<file path="src/hw/rtl/fbdiv_pkg.sv">
// fbdiv_pkg: fixed field widths, scale constants and status codes for the
// fractional baud divisor search. No dependencies.
package fbdiv_pkg;

   localparam int BAUD_W   = 28;
   localparam int CLK_W    = 32;
   localparam int ERR_W    = 32;
   localparam int STATUS_W = 2;

   // achieved rate is reported times 1000
   localparam int RATE_SCALE = 1000;
   localparam int RATE_W     = 10;
   // achieved*1000 never exceeds clk*1000/16, so it fits in clk width + 6 bits
   localparam int ACH_W      = CLK_W + 6;

   localparam logic [ERR_W-1:0] ERR_LIMIT = '1;

   localparam logic [STATUS_W-1:0] STATUS_OK        = 2'd0;
   localparam logic [STATUS_W-1:0] STATUS_RATE_HIGH = 2'd1;
   localparam logic [STATUS_W-1:0] STATUS_NO_PAIR   = 2'd2;

   typedef logic [STATUS_W-1:0] status_type;

endpackage

</file>
<file path="src/hw/rtl/fbdiv_sub_step.sv">
// fbdiv_sub_step: one restoring-division step (shift in a bit, compare,
// conditionally subtract). Shared by both divisions. Imports fbdiv_pkg.
module fbdiv_sub_step
   import fbdiv_pkg::*;
#(
   parameter int W = 32
) (
   input  logic [W-1:0] rem,
   input  logic         num_bit,
   input  logic [W-1:0] divisor,
   output logic         ge,
   output logic [W-1:0] rem_next
);

   logic [W:0] trial;
   logic [W:0] diff;

   assign trial    = {rem, num_bit};
   assign diff     = trial - {1'b0, divisor};
   assign ge       = (trial >= {1'b0, divisor});
   assign rem_next = ge ? diff[W-1:0] : trial[W-1:0];

endmodule

</file>
<file path="src/hw/rtl/fractional_baud_divisor_search.sv">
// fractional_baud_divisor_search: searches trial divisors 1..MAX_RELOAD_STEPS (reported
// reload = divisor - 1) for the best fractional divider; depends on fbdiv_pkg and fbdiv_sub_step.
// A rate-too-high request goes straight to the finish state; otherwise each trial runs the
//   overflow check, the fdv division, the range check, the multiply states, the rate division
//   and the compare. A trial whose fdv leaves range ends the search.
// One request at a time; req_stall is high while the sequencer is busy. Reset (synchronous):
//   sequencer idle, no response pending, clock register = 100 MHz.
module fractional_baud_divisor_search
   import fbdiv_pkg::*;
#(
   parameter int MAX_RELOAD_STEPS    = 8192,
   parameter int FRACTION_FULL_SCALE = 512
) (
   input  logic                                     clock,
   input  logic                                     reset,
   // config
   input  logic                                     csr_wr_en,
   input  logic [CLK_W-1:0]                         csr_wr_data,
   // request
   input  logic                                     req_valid,
   output logic                                     req_stall,
   input  logic [BAUD_W-1:0]                        req_baud_rate,
   // response
   output logic                                     rsp_valid,
   input  logic                                     rsp_stall,
   output logic [$clog2(FRACTION_FULL_SCALE)-1:0]   rsp_divider_fraction,
   output logic [$clog2(MAX_RELOAD_STEPS)-1:0]      rsp_reload_value,
   output logic [ERR_W-1:0]                         rsp_rate_error,
   output logic [STATUS_W-1:0]                      rsp_status
);

   // ---------------------------------------------------------------------
   // Derived widths
   // ---------------------------------------------------------------------
   localparam int FW    = $clog2(FRACTION_FULL_SCALE);  // reported fraction
   localparam int QW    = FW + 1;                       // fdv quotient, holds full scale
   localparam int RW    = $clog2(MAX_RELOAD_STEPS);     // reported reload
   localparam int BGW   = $clog2(MAX_RELOAD_STEPS + 1); // trial divisor 1..MAX
   localparam int SCALE = 16 * FRACTION_FULL_SCALE;
   localparam int SCW   = $clog2(SCALE + 1);
   localparam int STW   = BAUD_W + SCW;                 // baud*16*FULL
   localparam int NW    = STW + BGW + 1;                // baud*16*FULL*bg + clk/2
   localparam int DENW  = SCW + BGW;                    // 16*FULL*bg
   localparam int DW    = (DENW > CLK_W) ? DENW : CLK_W;
   localparam int P1W   = QW + CLK_W;                   // fdv*clk
   localparam int P2W   = P1W + RATE_W;                 // fdv*clk*1000
   localparam int TW    = BAUD_W + RATE_W;              // baud*1000
   localparam int EW    = (ACH_W > TW) ? ACH_W : TW;
   localparam int SHW   = (ACH_W > QW) ? ACH_W : QW;
   localparam int CW    = $clog2(SHW + 1);

   // sequencer codes
   localparam logic [3:0] ST_IDLE   = 4'd0;
   localparam logic [3:0] ST_CHK    = 4'd1;  // fdv overflow check (first step)
   localparam logic [3:0] ST_DIV1   = 4'd2;  // fdv = N / clk
   localparam logic [3:0] ST_FCHK   = 4'd3;  // fdv <= full scale?
   localparam logic [3:0] ST_MUL1   = 4'd4;  // fdv*clk
   localparam logic [3:0] ST_MUL2   = 4'd5;  // *1000, load second division
   localparam logic [3:0] ST_DIV2   = 4'd6;  // achieved = P / (16*FULL*bg)
   localparam logic [3:0] ST_ERR    = 4'd7;  // error, keep best, advance bg
   localparam logic [3:0] ST_FINISH = 4'd8;  // post response

   // ---------------------------------------------------------------------
   // Registers
   // ---------------------------------------------------------------------
   logic [3:0]        state_ff, state_in;
   logic [CLK_W-1:0]  clk_ff, clk_in;
   logic [STW-1:0]    step_ff, step_in;
   logic [TW-1:0]     target_ff, target_in;
   logic [NW-1:0]     n_ff, n_in;
   logic [DENW-1:0]   den_ff, den_in;
   logic [BGW-1:0]    bg_ff, bg_in;
   logic [DW-1:0]     rem_ff, rem_in;
   logic [SHW-1:0]    sh_ff, sh_in;
   logic [SHW-1:0]    q_ff, q_in;
   logic [CW-1:0]     cnt_ff, cnt_in;
   logic [QW-1:0]     fdv_ff, fdv_in;
   logic [P1W-1:0]    prod_ff, prod_in;
   logic [ERR_W-1:0]  best_err_ff, best_err_in;
   logic [FW-1:0]     best_fdv_ff, best_fdv_in;
   logic [RW-1:0]     best_reload_ff, best_reload_in;
   logic              found_ff, found_in;
   logic              high_ff, high_in;

   logic              rsp_valid_ff, rsp_valid_in;
   logic [FW-1:0]     rsp_frac_ff, rsp_frac_in;
   logic [RW-1:0]     rsp_reload_ff, rsp_reload_in;
   logic [ERR_W-1:0]  rsp_err_ff, rsp_err_in;
   status_type        rsp_status_ff, rsp_status_in;

   // ---------------------------------------------------------------------
   // Shared compare/subtract step
   // ---------------------------------------------------------------------
   logic [DW-1:0] unit_rem, unit_div, unit_rem_next;
   logic          unit_bit, unit_ge;

   always_comb begin
      case (state_ff)
         ST_CHK: begin
            // first step of N/clk: any quotient bit at 2^QW or above means fdv too big
            unit_rem = DW'(n_ff[QW+CLK_W-1:QW+1]);
            unit_bit = n_ff[QW];
            unit_div = DW'(clk_ff);
         end
         ST_DIV1: begin
            unit_rem = rem_ff;
            unit_bit = sh_ff[SHW-1];
            unit_div = DW'(clk_ff);
         end
         default: begin
            unit_rem = rem_ff;
            unit_bit = sh_ff[SHW-1];
            unit_div = DW'(den_ff);
         end
      endcase
   end

   fbdiv_sub_step #(
      .W (DW)
   ) u_step (
      .rem      (unit_rem),
      .num_bit  (unit_bit),
      .divisor  (unit_div),
      .ge       (unit_ge),
      .rem_next (unit_rem_next)
   );

   // ---------------------------------------------------------------------
   // Sequencer
   // ---------------------------------------------------------------------
   logic            req_accept;
   logic            rsp_accept;
   logic [STW-1:0]  step_new;
   logic [P2W-1:0]  prod2;
   logic [EW-1:0]   achieved;
   logic [EW-1:0]   err;
   logic [BGW-1:0]  bg_minus;
   logic            n_upper;

   assign req_stall  = (state_ff != ST_IDLE);
   assign req_accept = req_valid && !req_stall;
   assign rsp_accept = rsp_valid_ff && !rsp_stall;

   assign step_new = STW'(req_baud_rate) * STW'(SCALE);
   assign prod2    = P2W'(prod_ff) * P2W'(RATE_SCALE);
   assign achieved = EW'(q_ff[ACH_W-1:0]);
   assign err      = (achieved >= EW'(target_ff)) ? (achieved - EW'(target_ff))
                                                  : (EW'(target_ff) - achieved);
   assign bg_minus = bg_ff - BGW'(1);
   assign n_upper  = |n_ff[NW-1:QW+CLK_W];

   always_comb begin
      state_in       = state_ff;
      clk_in         = clk_ff;
      step_in        = step_ff;
      target_in      = target_ff;
      n_in           = n_ff;
      den_in         = den_ff;
      bg_in          = bg_ff;
      rem_in         = rem_ff;
      sh_in          = sh_ff;
      q_in           = q_ff;
      cnt_in         = cnt_ff;
      fdv_in         = fdv_ff;
      prod_in        = prod_ff;
      best_err_in    = best_err_ff;
      best_fdv_in    = best_fdv_ff;
      best_reload_in = best_reload_ff;
      found_in       = found_ff;
      high_in        = high_ff;
      rsp_valid_in   = rsp_valid_ff && rsp_stall;
      rsp_frac_in    = rsp_frac_ff;
      rsp_reload_in  = rsp_reload_ff;
      rsp_err_in     = rsp_err_ff;
      rsp_status_in  = rsp_status_ff;

      if (csr_wr_en) begin
         clk_in = csr_wr_data;
      end

      case (state_ff)
         ST_IDLE: begin
            if (req_accept) begin
               step_in     = step_new;
               target_in   = TW'(req_baud_rate) * TW'(RATE_SCALE);
               n_in        = NW'(step_new) + NW'(clk_ff[CLK_W-1:1]);
               den_in      = DENW'(SCALE);
               bg_in       = BGW'(1);
               best_err_in = ERR_LIMIT;
               found_in    = 1'b0;
               // rate must stay below clk/16; also covers clk < 16
               high_in     = (req_baud_rate >= clk_ff[CLK_W-1:4]);
               state_in    = (req_baud_rate >= clk_ff[CLK_W-1:4]) ? ST_FINISH : ST_CHK;
            end
         end
         ST_CHK: begin
            // fdv only grows with bg, so once it overflows the search is over
            if (n_upper || unit_ge) begin
               state_in = ST_FINISH;
            end else begin
               rem_in   = unit_rem_next;
               sh_in    = SHW'(n_ff[QW-1:0]) << (SHW - QW);
               q_in     = '0;
               cnt_in   = CW'(QW);
               state_in = ST_DIV1;
            end
         end
         ST_DIV1: begin
            rem_in = unit_rem_next;
            sh_in  = sh_ff << 1;
            q_in   = {q_ff[SHW-2:0], unit_ge};
            cnt_in = cnt_ff - CW'(1);
            if (cnt_ff == CW'(1)) begin
               state_in = ST_FCHK;
            end
         end
         ST_FCHK: begin
            if (q_ff[QW-1:0] > QW'(FRACTION_FULL_SCALE)) begin
               state_in = ST_FINISH;
            end else begin
               fdv_in   = q_ff[QW-1:0];
               state_in = ST_MUL1;
            end
         end
         ST_MUL1: begin
            prod_in  = P1W'(fdv_ff) * P1W'(clk_ff);
            state_in = ST_MUL2;
         end
         ST_MUL2: begin
            // achieved < 2^ACH_W, so the top part is already below the divisor
            rem_in   = DW'(prod2[P2W-1:ACH_W]);
            sh_in    = SHW'(prod2[ACH_W-1:0]) << (SHW - ACH_W);
            q_in     = '0;
            cnt_in   = CW'(ACH_W);
            state_in = ST_DIV2;
         end
         ST_DIV2: begin
            rem_in = unit_rem_next;
            sh_in  = sh_ff << 1;
            q_in   = {q_ff[SHW-2:0], unit_ge};
            cnt_in = cnt_ff - CW'(1);
            if (cnt_ff == CW'(1)) begin
               state_in = ST_ERR;
            end
         end
         ST_ERR: begin
            if (err < EW'(best_err_ff)) begin
               best_err_in    = err[ERR_W-1:0];
               best_fdv_in    = fdv_ff[FW-1:0];
               best_reload_in = bg_minus[RW-1:0];
               found_in       = 1'b1;
            end
            // exact hit ends the search early
            if ((err == '0) || (bg_ff == BGW'(MAX_RELOAD_STEPS))) begin
               state_in = ST_FINISH;
            end else begin
               bg_in    = bg_ff + BGW'(1);
               n_in     = n_ff + NW'(step_ff);
               den_in   = den_ff + DENW'(SCALE);
               state_in = ST_CHK;
            end
         end
         ST_FINISH: begin
            if (!rsp_valid_ff || !rsp_stall) begin
               rsp_valid_in = 1'b1;
               if (high_ff) begin
                  rsp_frac_in   = '0;
                  rsp_reload_in = '0;
                  rsp_err_in    = '0;
                  rsp_status_in = STATUS_RATE_HIGH;
               end else if (!found_ff) begin
                  rsp_frac_in   = '0;
                  rsp_reload_in = '0;
                  rsp_err_in    = ERR_LIMIT;
                  rsp_status_in = STATUS_NO_PAIR;
               end else begin
                  rsp_frac_in   = best_fdv_ff;
                  rsp_reload_in = best_reload_ff;
                  rsp_err_in    = best_err_ff;
                  rsp_status_in = STATUS_OK;
               end
               state_in = ST_IDLE;
            end
         end
         default: begin
            state_in = ST_IDLE;
         end
      endcase
   end

   // control state
   always_ff @(posedge clock) begin
      if (reset) begin
         state_ff     <= ST_IDLE;
         clk_ff       <= CLK_W'(100000000);
         rsp_valid_ff <= 1'b0;
      end else begin
         state_ff     <= state_in;
         clk_ff       <= clk_in;
         rsp_valid_ff <= rsp_valid_in;
      end
   end

   // datapath, no reset needed
   always_ff @(posedge clock) begin
      step_ff        <= step_in;
      target_ff      <= target_in;
      n_ff           <= n_in;
      den_ff         <= den_in;
      bg_ff          <= bg_in;
      rem_ff         <= rem_in;
      sh_ff          <= sh_in;
      q_ff           <= q_in;
      cnt_ff         <= cnt_in;
      fdv_ff         <= fdv_in;
      prod_ff        <= prod_in;
      best_err_ff    <= best_err_in;
      best_fdv_ff    <= best_fdv_in;
      best_reload_ff <= best_reload_in;
      found_ff       <= found_in;
      high_ff        <= high_in;
      rsp_frac_ff    <= rsp_frac_in;
      rsp_reload_ff  <= rsp_reload_in;
      rsp_err_ff     <= rsp_err_in;
      rsp_status_ff  <= rsp_status_in;
   end

   assign rsp_valid            = rsp_valid_ff;
   assign rsp_divider_fraction = rsp_frac_ff;
   assign rsp_reload_value     = rsp_reload_ff;
   assign rsp_rate_error       = rsp_err_ff;
   assign rsp_status           = rsp_status_ff;

   // ---------------------------------------------------------------------
   // Assertions
   // ---------------------------------------------------------------------
   a_div2_rem_below_divisor: assert property (@(posedge clock) disable iff (reset)
      (state_ff == ST_DIV2) |-> (rem_ff < DW'(den_ff)))
      else $error("rate division remainder not below divisor");

   a_fdv_in_range: assert property (@(posedge clock) disable iff (reset)
      (state_ff == ST_ERR) |-> (fdv_ff <= QW'(FRACTION_FULL_SCALE)))
      else $error("error evaluated for fdv above full scale");

   a_bg_in_range: assert property (@(posedge clock) disable iff (reset)
      (state_ff == ST_CHK) |-> ((bg_ff != '0) && (bg_ff <= BGW'(MAX_RELOAD_STEPS))))
      else $error("trial divisor out of range");

   a_rsp_from_finish: assert property (@(posedge clock) disable iff (reset)
      $rose(rsp_valid_ff) |-> $past(state_ff == ST_FINISH))
      else $error("response raised outside finish state");

   a_ok_error_below_limit: assert property (@(posedge clock) disable iff (reset)
      (rsp_valid_ff && (rsp_status_ff == STATUS_OK)) |-> (rsp_err_ff != ERR_LIMIT))
      else $error("ok status with error at limit");

endmodule

</file>
<file path="config.mk">
export PLATFORM = sky130hd
export DESIGN_NAME = fractional_baud_divisor_search
export DESIGN_NICKNAME = d
export VERILOG_FILES = /design/src/hw/rtl/fbdiv_pkg.sv /design/src/hw/rtl/fbdiv_sub_step.sv /design/src/hw/rtl/fractional_baud_divisor_search.sv
export SDC_FILE = /design/constraint.sdc
export NUM_CORES = 2
export LEC_CHECK = 0
export BUFFER_PORTS_ARGS = -buffer_cell sky130_fd_sc_hd__clkbuf_2
export CAP_MARGIN = 15
export CORE_MARGIN = 2
export CORE_UTILIZATION = 56
export DETAILED_ROUTE_END_ITERATION = 10
export PLACE_DENSITY = 0.73
export SKIP_LAST_GASP = 1
export SLEW_MARGIN = 20
export SYNTH_ARGS = -nofsm -noshare
export SYNTH_HDL_FRONTEND = slang
export SYNTH_SLANG_ARGS = --single-unit
</file>
<file path="constraint.sdc">
create_clock -name clock -period 19.47 [get_ports clock]
set_clock_uncertainty 0.2 [all_clocks]
set_input_delay 3.894 -clock clock [delete_from_list [all_inputs] [get_ports clock]]
set_output_delay 3.894 -clock clock [all_outputs]
set_load 0.05 [all_outputs]
</file>
### Word level (Yosys, flattened, before mapping)

Cells that the tools add are included.

| word-level totals | value |
|---|---|
| bits in registers | 477 |
| bits in latches | 0 |
| RAM bits | 0 |
| bits in read-only memories | 0 |
| input bits | 65 |
| output and inout port bits | 58 |
| word-level logic and storage cells | 125 |
| memories kept | 0 |

| cells by class | value |
|---|---|
| add/subtract/negate cells | 9 |
| multiply operators | 3 |
| divide/modulo/power cells | 0 |
| magnitude comparators | 5 |
| equal/unequal tests | 17 |
| shifts and indexed selects | 0 |
| mux-type cells | 41 |
| bitwise operators | 2 |
| reduce and logical (&&, ||, !) cells | 25 |

Operator list:

| operator | number |
|---|---|
| one-hot mux 38 bit (3 select lines) | 2 |
| 2-to-1 mux 32 bit | 7 |
| 2-to-1 mux 38 bit | 3 |
| 2-to-1 mux 57 bit | 2 |
| one-hot mux 57 bit (2 select lines) | 1 |
| one-hot mux 32 bit (3 select lines) | 1 |
| subtractor 38 bit | 2 |
| one-hot mux 32 bit (2 select lines) | 1 |
| adder 57 x 41 -> 57 bit | 1 |
| 2-to-1 mux 28 bit | 2 |
| one-hot mux 28 bit (2 select lines) | 1 |
| multiplier 42 x 7 -> 49 bit, second input constant | 1 |
| adder 41 x 31 -> 42 bit | 1 |
| multiplier 10 x 32 -> 42 bit | 1 |
| greater-or-equal comparator 38 bit | 1 |
| zero test 38 bit | 1 |
| < comparator 38 x 32 -> 1 bit | 1 |
| one-hot mux 4 bit (9 select lines) | 1 |
| multiplier 28 x 7 -> 35 bit, second input constant | 1 |
| greater-or-equal comparator 33 x 32 -> 1 bit | 1 |
| 2-to-1 mux 4 bit | 8 |
| subtractor 32 bit | 1 |
| adder 28 x 14 -> 28 bit, second input constant | 1 |
| greater-or-equal comparator 28 bit | 1 |
| 31 further kinds | 59 |

### Logic depth before layout (Yosys ltp)

| logic depth | value |
|---|---|
| depth in word-level cells | 7 |
| mapped depth | 27 |
| mapped depth without buffers | 26 |

### Hierarchy

From an unflattened synthesis, not the netlist that was laid out.

| second synthesis, totals | value |
|---|---|
| cell total of the unflattened synthesis | 4984 |
| area, all modules | 48619.1 sq um |

Modules (own cells, without submodules):

| module | times used | cells an instance | area each (sq um) | sequential area each (sq um) |
|---|---|---|---|---|
| fractional_baud_divisor_search | 1 | 4661 | 46288.1 | 13412.9 |
| fbdiv_sub_step | 1 | 323 | 2331.0 | 0.0 |

### Worst setup path before layout

Ideal clock, no wire load.

| path | value |
|---|---|
| path kind | register to register |
| start | register state_ff[0] |
| end | register q_ff[0], in the netlist achieved[0] (enable) |
| setup time | 0.619 ns |
| data arrival time | 9.567 ns |
| data required time | 18.651 ns |
| path slack | 9.083 ns |
| cell stages (with the launch flop) | 20 |
| path buffers | 3 |
| period minus slack after synthesis | 10.387 ns |
| cells stage by stage | dfxtp_1 > clkbuf_1 > xnor2_1 > nor3_1 > clkbuf_1 > mux2i_1 > ha_1 > a21o_1 > a21oi_1 > nor2b_1 > o41ai_1 > o21ai_0 > a21o_1 > a21o_1 > a31oi_2 > o31ai_1 > a21o_1 > clkbuf_1 > o21a_1 > a21oi_1 |

| between the ends | value |
|---|---|
| longest elaborated chain between the ends | 7 |
| elaborated cells between the ends (all ways) | 14 |
| those cells by class | order compare: 1; eq/ne: 5; mux: 3; reduce/logical: 5 |

RTL lines:

| what | line | text |
|---|---|---|
| start: declaration | fractional_baud_divisor_search.sv:66 | `logic [3:0] state_ff, state_in;` |
| start signal: assignment | fractional_baud_divisor_search.sv:298 | `state_ff <= state_in;` |
| equality test 4 x 2 -> 1 bit / equality test 4 x 1 -> 1 bit (equally long branches) | fractional_baud_divisor_search.sv:98, fractional_baud_divisor_search.sv:181 |  |
| OR reduction 2 bit (no source line) | n/a |  |
| 2-to-1 mux 32 bit | fractional_baud_divisor_search.sv:98 | `case (state_ff)` |
| greater-or-equal comparator 33 x 32 -> 1 bit | fbdiv_sub_step.sv:20 | `assign ge = (trial >= {1'b0, divisor});` |
| logical OR 1 bit | fractional_baud_divisor_search.sv:198 | `if (n_upper \|\| unit_ge) begin` |
| inequality test 2 bit (no source line) | n/a |  |
| AND reduction 2 bit (no source line) (*) | n/a |  |
| end signal: assignment | fractional_baud_divisor_search.sv:313 | `q_ff <= q_in;` |
| end: declaration | fractional_baud_divisor_search.sv:75 | `logic [SHW-1:0] q_ff, q_in;` |

Every way passes the cells marked *; elsewhere a longest branch is shown, timed or not.
A chain may end at the register's enable or synchronous reset.

### Final worst setup path

| path | value |
|---|---|
| start | input port req_baud_rate[1] |
| end | register target_ff[34] (data pin) |

| between the ends | value |
|---|---|
| longest elaborated chain between the ends | 1 |

RTL lines:

| what | line | text |
|---|---|---|
| start: declaration | fractional_baud_divisor_search.sv:22 | `input logic [BAUD_W-1:0] req_baud_rate,` |
| multiplier 28 x 7 -> 35 bit | fractional_baud_divisor_search.sv:185 | `target_in = TW'(req_baud_rate) * TW'(RATE_SCALE);` |
| end signal: assignment | fractional_baud_divisor_search.sv:307 | `target_ff <= target_in;` |
| end: declaration | fractional_baud_divisor_search.sv:69 | `logic [TW-1:0] target_ff, target_in;` |

Every way passes these cells.

==> results.cfg <==
[yosys]
yosysTopAreaCell = edfxtp_1
syn_inst = 4957
synth_compound_area_share_pct = 12.9
ys_ff_latch = 459
avgSynthCellArea_um2 = 9.75
synth-edff-count = 422
synthSimpleGateAreaFrac_pct = 13.9
synth_top_family_by_area = adder cells
yosys_warnings = 0
synthXorXnorAreaFrac_pct = 4.64
ys_types = 91
synthAdderAreaFrac_pct = 33.0
synthMuxAreaShare_pct = 1.21
synth_area_leaders = edfxtp_1 26%, fa_1 21%, ha_1 12%
async_flop_share_pct = 0
synth_fp_nets = 5993
synth_area_um2 = 48300
ys_seq_area_share_pct = 27.8
synth.top_cell.area_share_pct = 26.2
synthFlopType = edfxtp_1

[detailed_routing]
wl_per_cell_um = 19.8
wl_mm = 123
dr.pass1.iters = 5
final_antenna_net_count = 0
drc = 0
vias = 36141
drt_iter0_drc = 2916
viasPerCell = 5.84

[finish]
fin_cells = 6188
num-fill-cells = 7203
syn_to_final_growth_pct = 7.14
postLayoutCoreUtil_pct = 60.7
nets = 6032
drive_above_1_share_pct = 6.09

[worst_setup_path]
cp_cell_sequence = clkbuf_2 > fa_1 > inv_1 > fa_1 > fa_1 > inv_1 > fa_1 > ha_1 > a21oi_1 > nor2_1 > o41a_1 > nand2_1 > a211oi_1 > o41ai_1 > a21oi_1 > a41o_1 > o21ai_0 > nand2b_1 > a21oi_1 > xnor2_1
rrSetupSlack_ns = 11.10
critPathLaunch = req_baud_rate[1]
reg2reg_to = best_err_ff[28]$_SDFFCE_PN1P_
worst_path_largest_cell_delay_ns = 0.58
cp.required_ns = 19.66
r2r-start = target_ff[4]$_DFFE_PP_
crit_path_end = target_ff[34]$_DFFE_PP_
cp_max_fo = 8
r2r_cells = 24
path_common_cell = fa_1
cp_slowest_cell = fa_1
end_kind = flop
critPathArrivalTime_ns = 9.22
start_kind = input pin
worstSetupPathType = input pin to flop

[timing]
fin_crit_sh_pct = 46.4
drv_slew = 0
setup_viol = 0
finalHoldViolations = 0
relSlewSlack_pct = 34.5
fmax_mhz = 111
layout_setup_ws_ns = 10.43
post-route-min-period_ns = 9.04
setup_tns_ns = 0
rsz0062_at_grt = no
worst_pin_slew_ns = 0.979

[die]
initial_utilization_pct = 56.7
die_x_um = 298
dieArea_um2 = 88700
boundaryPins = 123
rows = 107
die_h_um = 298
core_um2 = 85300

[run_status]
status = finished clean

[pwr]
p_switching_mw = 3.71
p_int_mw = 4.07
power.density_nw_per_um2 = 150
ir_worst_vdd_mv = 0.0857
leakage_nw = 23.6
seqPwrFrac_pct = 21.7
p_comb_share_pct = 65.1
pwr-share-clk_pct = 13.1
switching_share_pct = 47.7

[cts]
clk_pin_slew_ns = 0.06
cts_hold_buf = 0
postCtsSetupBuffers = 0
cts_buffers = 54
cts_tree = built
worstSkewPairLatency_ns = 0.65
htreeDepth = 2
postCtsResizedCells = 0
root_buffer = clkbuf_16
numClockSinks = 459
clock_path_buffers = 3

[placement]
pre_cts_slack_ns = 9.79
hpwl_mm = 94.9
place_inst = 6084
routabilityCongestion = 0.949
portBuffers = 122

[grt]
grt_overflow = 0
grt_pass1_wl_mm = 196
track_usage_pct = 27.9
grt_pass1_vias = 35950
antenna_found_initial = 8
grt_max_degree = 70

[job]
cap_violations = 0

[min_path]
hold_class = flop to flop
whs_path_depth = 0
[power groups by stage]
| stage | sequential, mW | combinational [mW] | clock [mW] |
|---|---|---|---|
| 2_1_floorplan | 1.68 | 3.82 | 0 |
| 5_1_grt | 1.71 | 5.63 | 1.07 |
| 3_3_place_gp | 1.70 | 4.88 | 0 |
| 3_5_place_dp | 1.70 | 4.97 | 0 |
| 4_1_cts | 1.68 | 5.01 | 1.04 |
| 6_report | 1.69 | 5.06 | 1.02 |
[synthesized netlist by cell type, types with 8 or more instances]
| cell type | number |
|---|---|
| nor3_1 | 64 |
| xor2_1 | 106 |
| or2_2 | 17 |
| o211ai_1 | 29 |
| edfxtp_1 | 422 |
| nand3b_1 | 8 |
| mux2i_1 | 55 |
| nand4_1 | 39 |
| a22oi_1 | 10 |
| buf_2 | 25 |
| o31ai_1 | 20 |
| or3_1 | 31 |
| o21ai_0 | 185 |
| nor2b_1 | 38 |
| clkbuf_1 | 146 |
| o22ai_1 | 12 |
| o21bai_1 | 46 |
| dfxtp_1 | 37 |
| nand2_1 | 520 |
| a21o_1 | 139 |
| inv_1 | 648 |
| a21oi_1 | 319 |
| nor2_1 | 268 |
| nand2b_1 | 41 |
| fa_1 | 502 |
| and3_1 | 35 |
| a211oi_1 | 31 |
| o31a_1 | 9 |
| a31oi_1 | 22 |
| a21boi_0 | 10 |
| nand3_1 | 74 |
| ha_1 | 469 |
| o21a_1 | 46 |
| xnor2_1 | 150 |
| nor4_1 | 20 |
| and2_1 | 211 |
[metal layers]
metal | GRT usage (%) | routed length [um]
met4 | 10.7 | 4800
met3 | 4.11 | 9640
met2 | 43.5 | 55000
met1 | 39.4 | 53200
met5 | 0 | 38
[layout by cell type (no fill, tap or decap), drive strengths merged, types with 9 or more instances in the layout]
cell type,count
and2,212
o211ai,29
nand2,521
inv,648
or2,18
nand3,74
a22oi,10
o21ai,188
nor2b,38
nor4,20
ha,469
nor3,64
o21a,46
buf,46
nand4,39
a21o,139
xnor2,150
fa,502
edfxtp,422
nor2,270
xor2,106
o21bai,46
mux2i,55
a31oi,23
a211oi,32
o31ai,22
clkinv,26
and3,35
clkbuf,186
or3,31
a21oi,319
a21boi,10
o22ai,12
nand2b,41
dfxtp,37
o31a,9
[metrics by stage]
| stage | cell area, um2 | total power [mW] | hold WS (ns) |
|---|---|---|---|
| after global placement | 50000 | 6.57 | 0.280 |
| final | 51800 | 7.77 | 0.306 |
| after global routing | 51800 | 8.41 | 0.316 |
| after detailed placement | 50000 | 6.67 | 0.288 |
| after CTS | 51800 | 7.73 | 0.307 |
| after floorplan | 48300 | 5.50 | 0.224 |
[critical path: cells and delay by family]
| family | cells | cell delay [ns] |
|---|---|---|
| AND/OR/NAND/NOR | 3 | 0.32 |
| buffers and inverters | 3 | 0.31 |
| AO/OA/AOI/OAI | 8 | 2.25 |
| adder cells (fa/ha/maj) | 5 | 2.37 |
| XOR/XNOR | 1 | 0.08 |
[layout make-up]
| type | instances | area [um2] | area share, % |
|---|---|---|---|
| timing repair buffer | 168 | 956 | 1.85 |
| clock buffer | 64 | 1430 | 2.76 |
| tap | 1144 | 1430 | 2.76 |
| antenna | 4 | 10.0 | 0.0193 |
| inverter | 648 | 2430 | 4.70 |
| multi-input combinational | 3665 | 31800 | 61.4 |
| sequential | 459 | 13400 | 25.9 |
| clock inverter | 36 | 333 | 0.643 |
[sequential cells by signal, summed over array words and instances (netlist names), 4 cells and up]
name                  count
clk_ff                   32
fdv_ff                   10
best_err_ff              32
n_ff                     57
den_ff                   15
achieved                 38
sh_ff                    35
step_ff                  26
rsp_reload_value         13
rsp_divider_fraction      9
state_ff                  4
target_ff                35
rsp_rate_error           32
bg_ff                    14
best_reload_ff           13
cnt_ff                    6
best_fdv_ff               9
prod_ff                  42
rem_ff                   32
[worst min path at each step]
stage | from | to | slack (ns)
final | achieved[9]$_SDFFCE_PP0P_ | fdv_ff[9]$_DFFE_PP_ | 0.31
after global routing | achieved[9]$_SDFFCE_PP0P_ | fdv_ff[9]$_DFFE_PP_ | 0.32
after CTS | achieved[9]$_SDFFCE_PP0P_ | fdv_ff[9]$_DFFE_PP_ | 0.31
after detailed placement | achieved[9]$_SDFFCE_PP0P_ | fdv_ff[9]$_DFFE_PP_ | 0.29
after global placement | clk_ff[9]$_SDFFE_PP0P_ | clk_ff[9]$_SDFFE_PP0P_ | 0.28
after floorplan | high_ff$_DFFE_PP_ | rsp_status[0]$_SDFFCE_PP1P_ | 0.22
[kinds of logic (layout without fill, tap and decap cells)]
kind of cell | after synthesis | in the layout
AO/OA/AOI/OAI | 978 | 978
XOR/XNOR | 256 | 256
adder cells (fa/ha/maj) | 972 | 972
buffers and inverters | 833 | 916
flip-flops | 459 | 459
multiplexers | 58 | 58
other | 0 | 4
AND/OR/NAND/NOR | 1401 | 1401
Power figures use the tool's default switching activity.
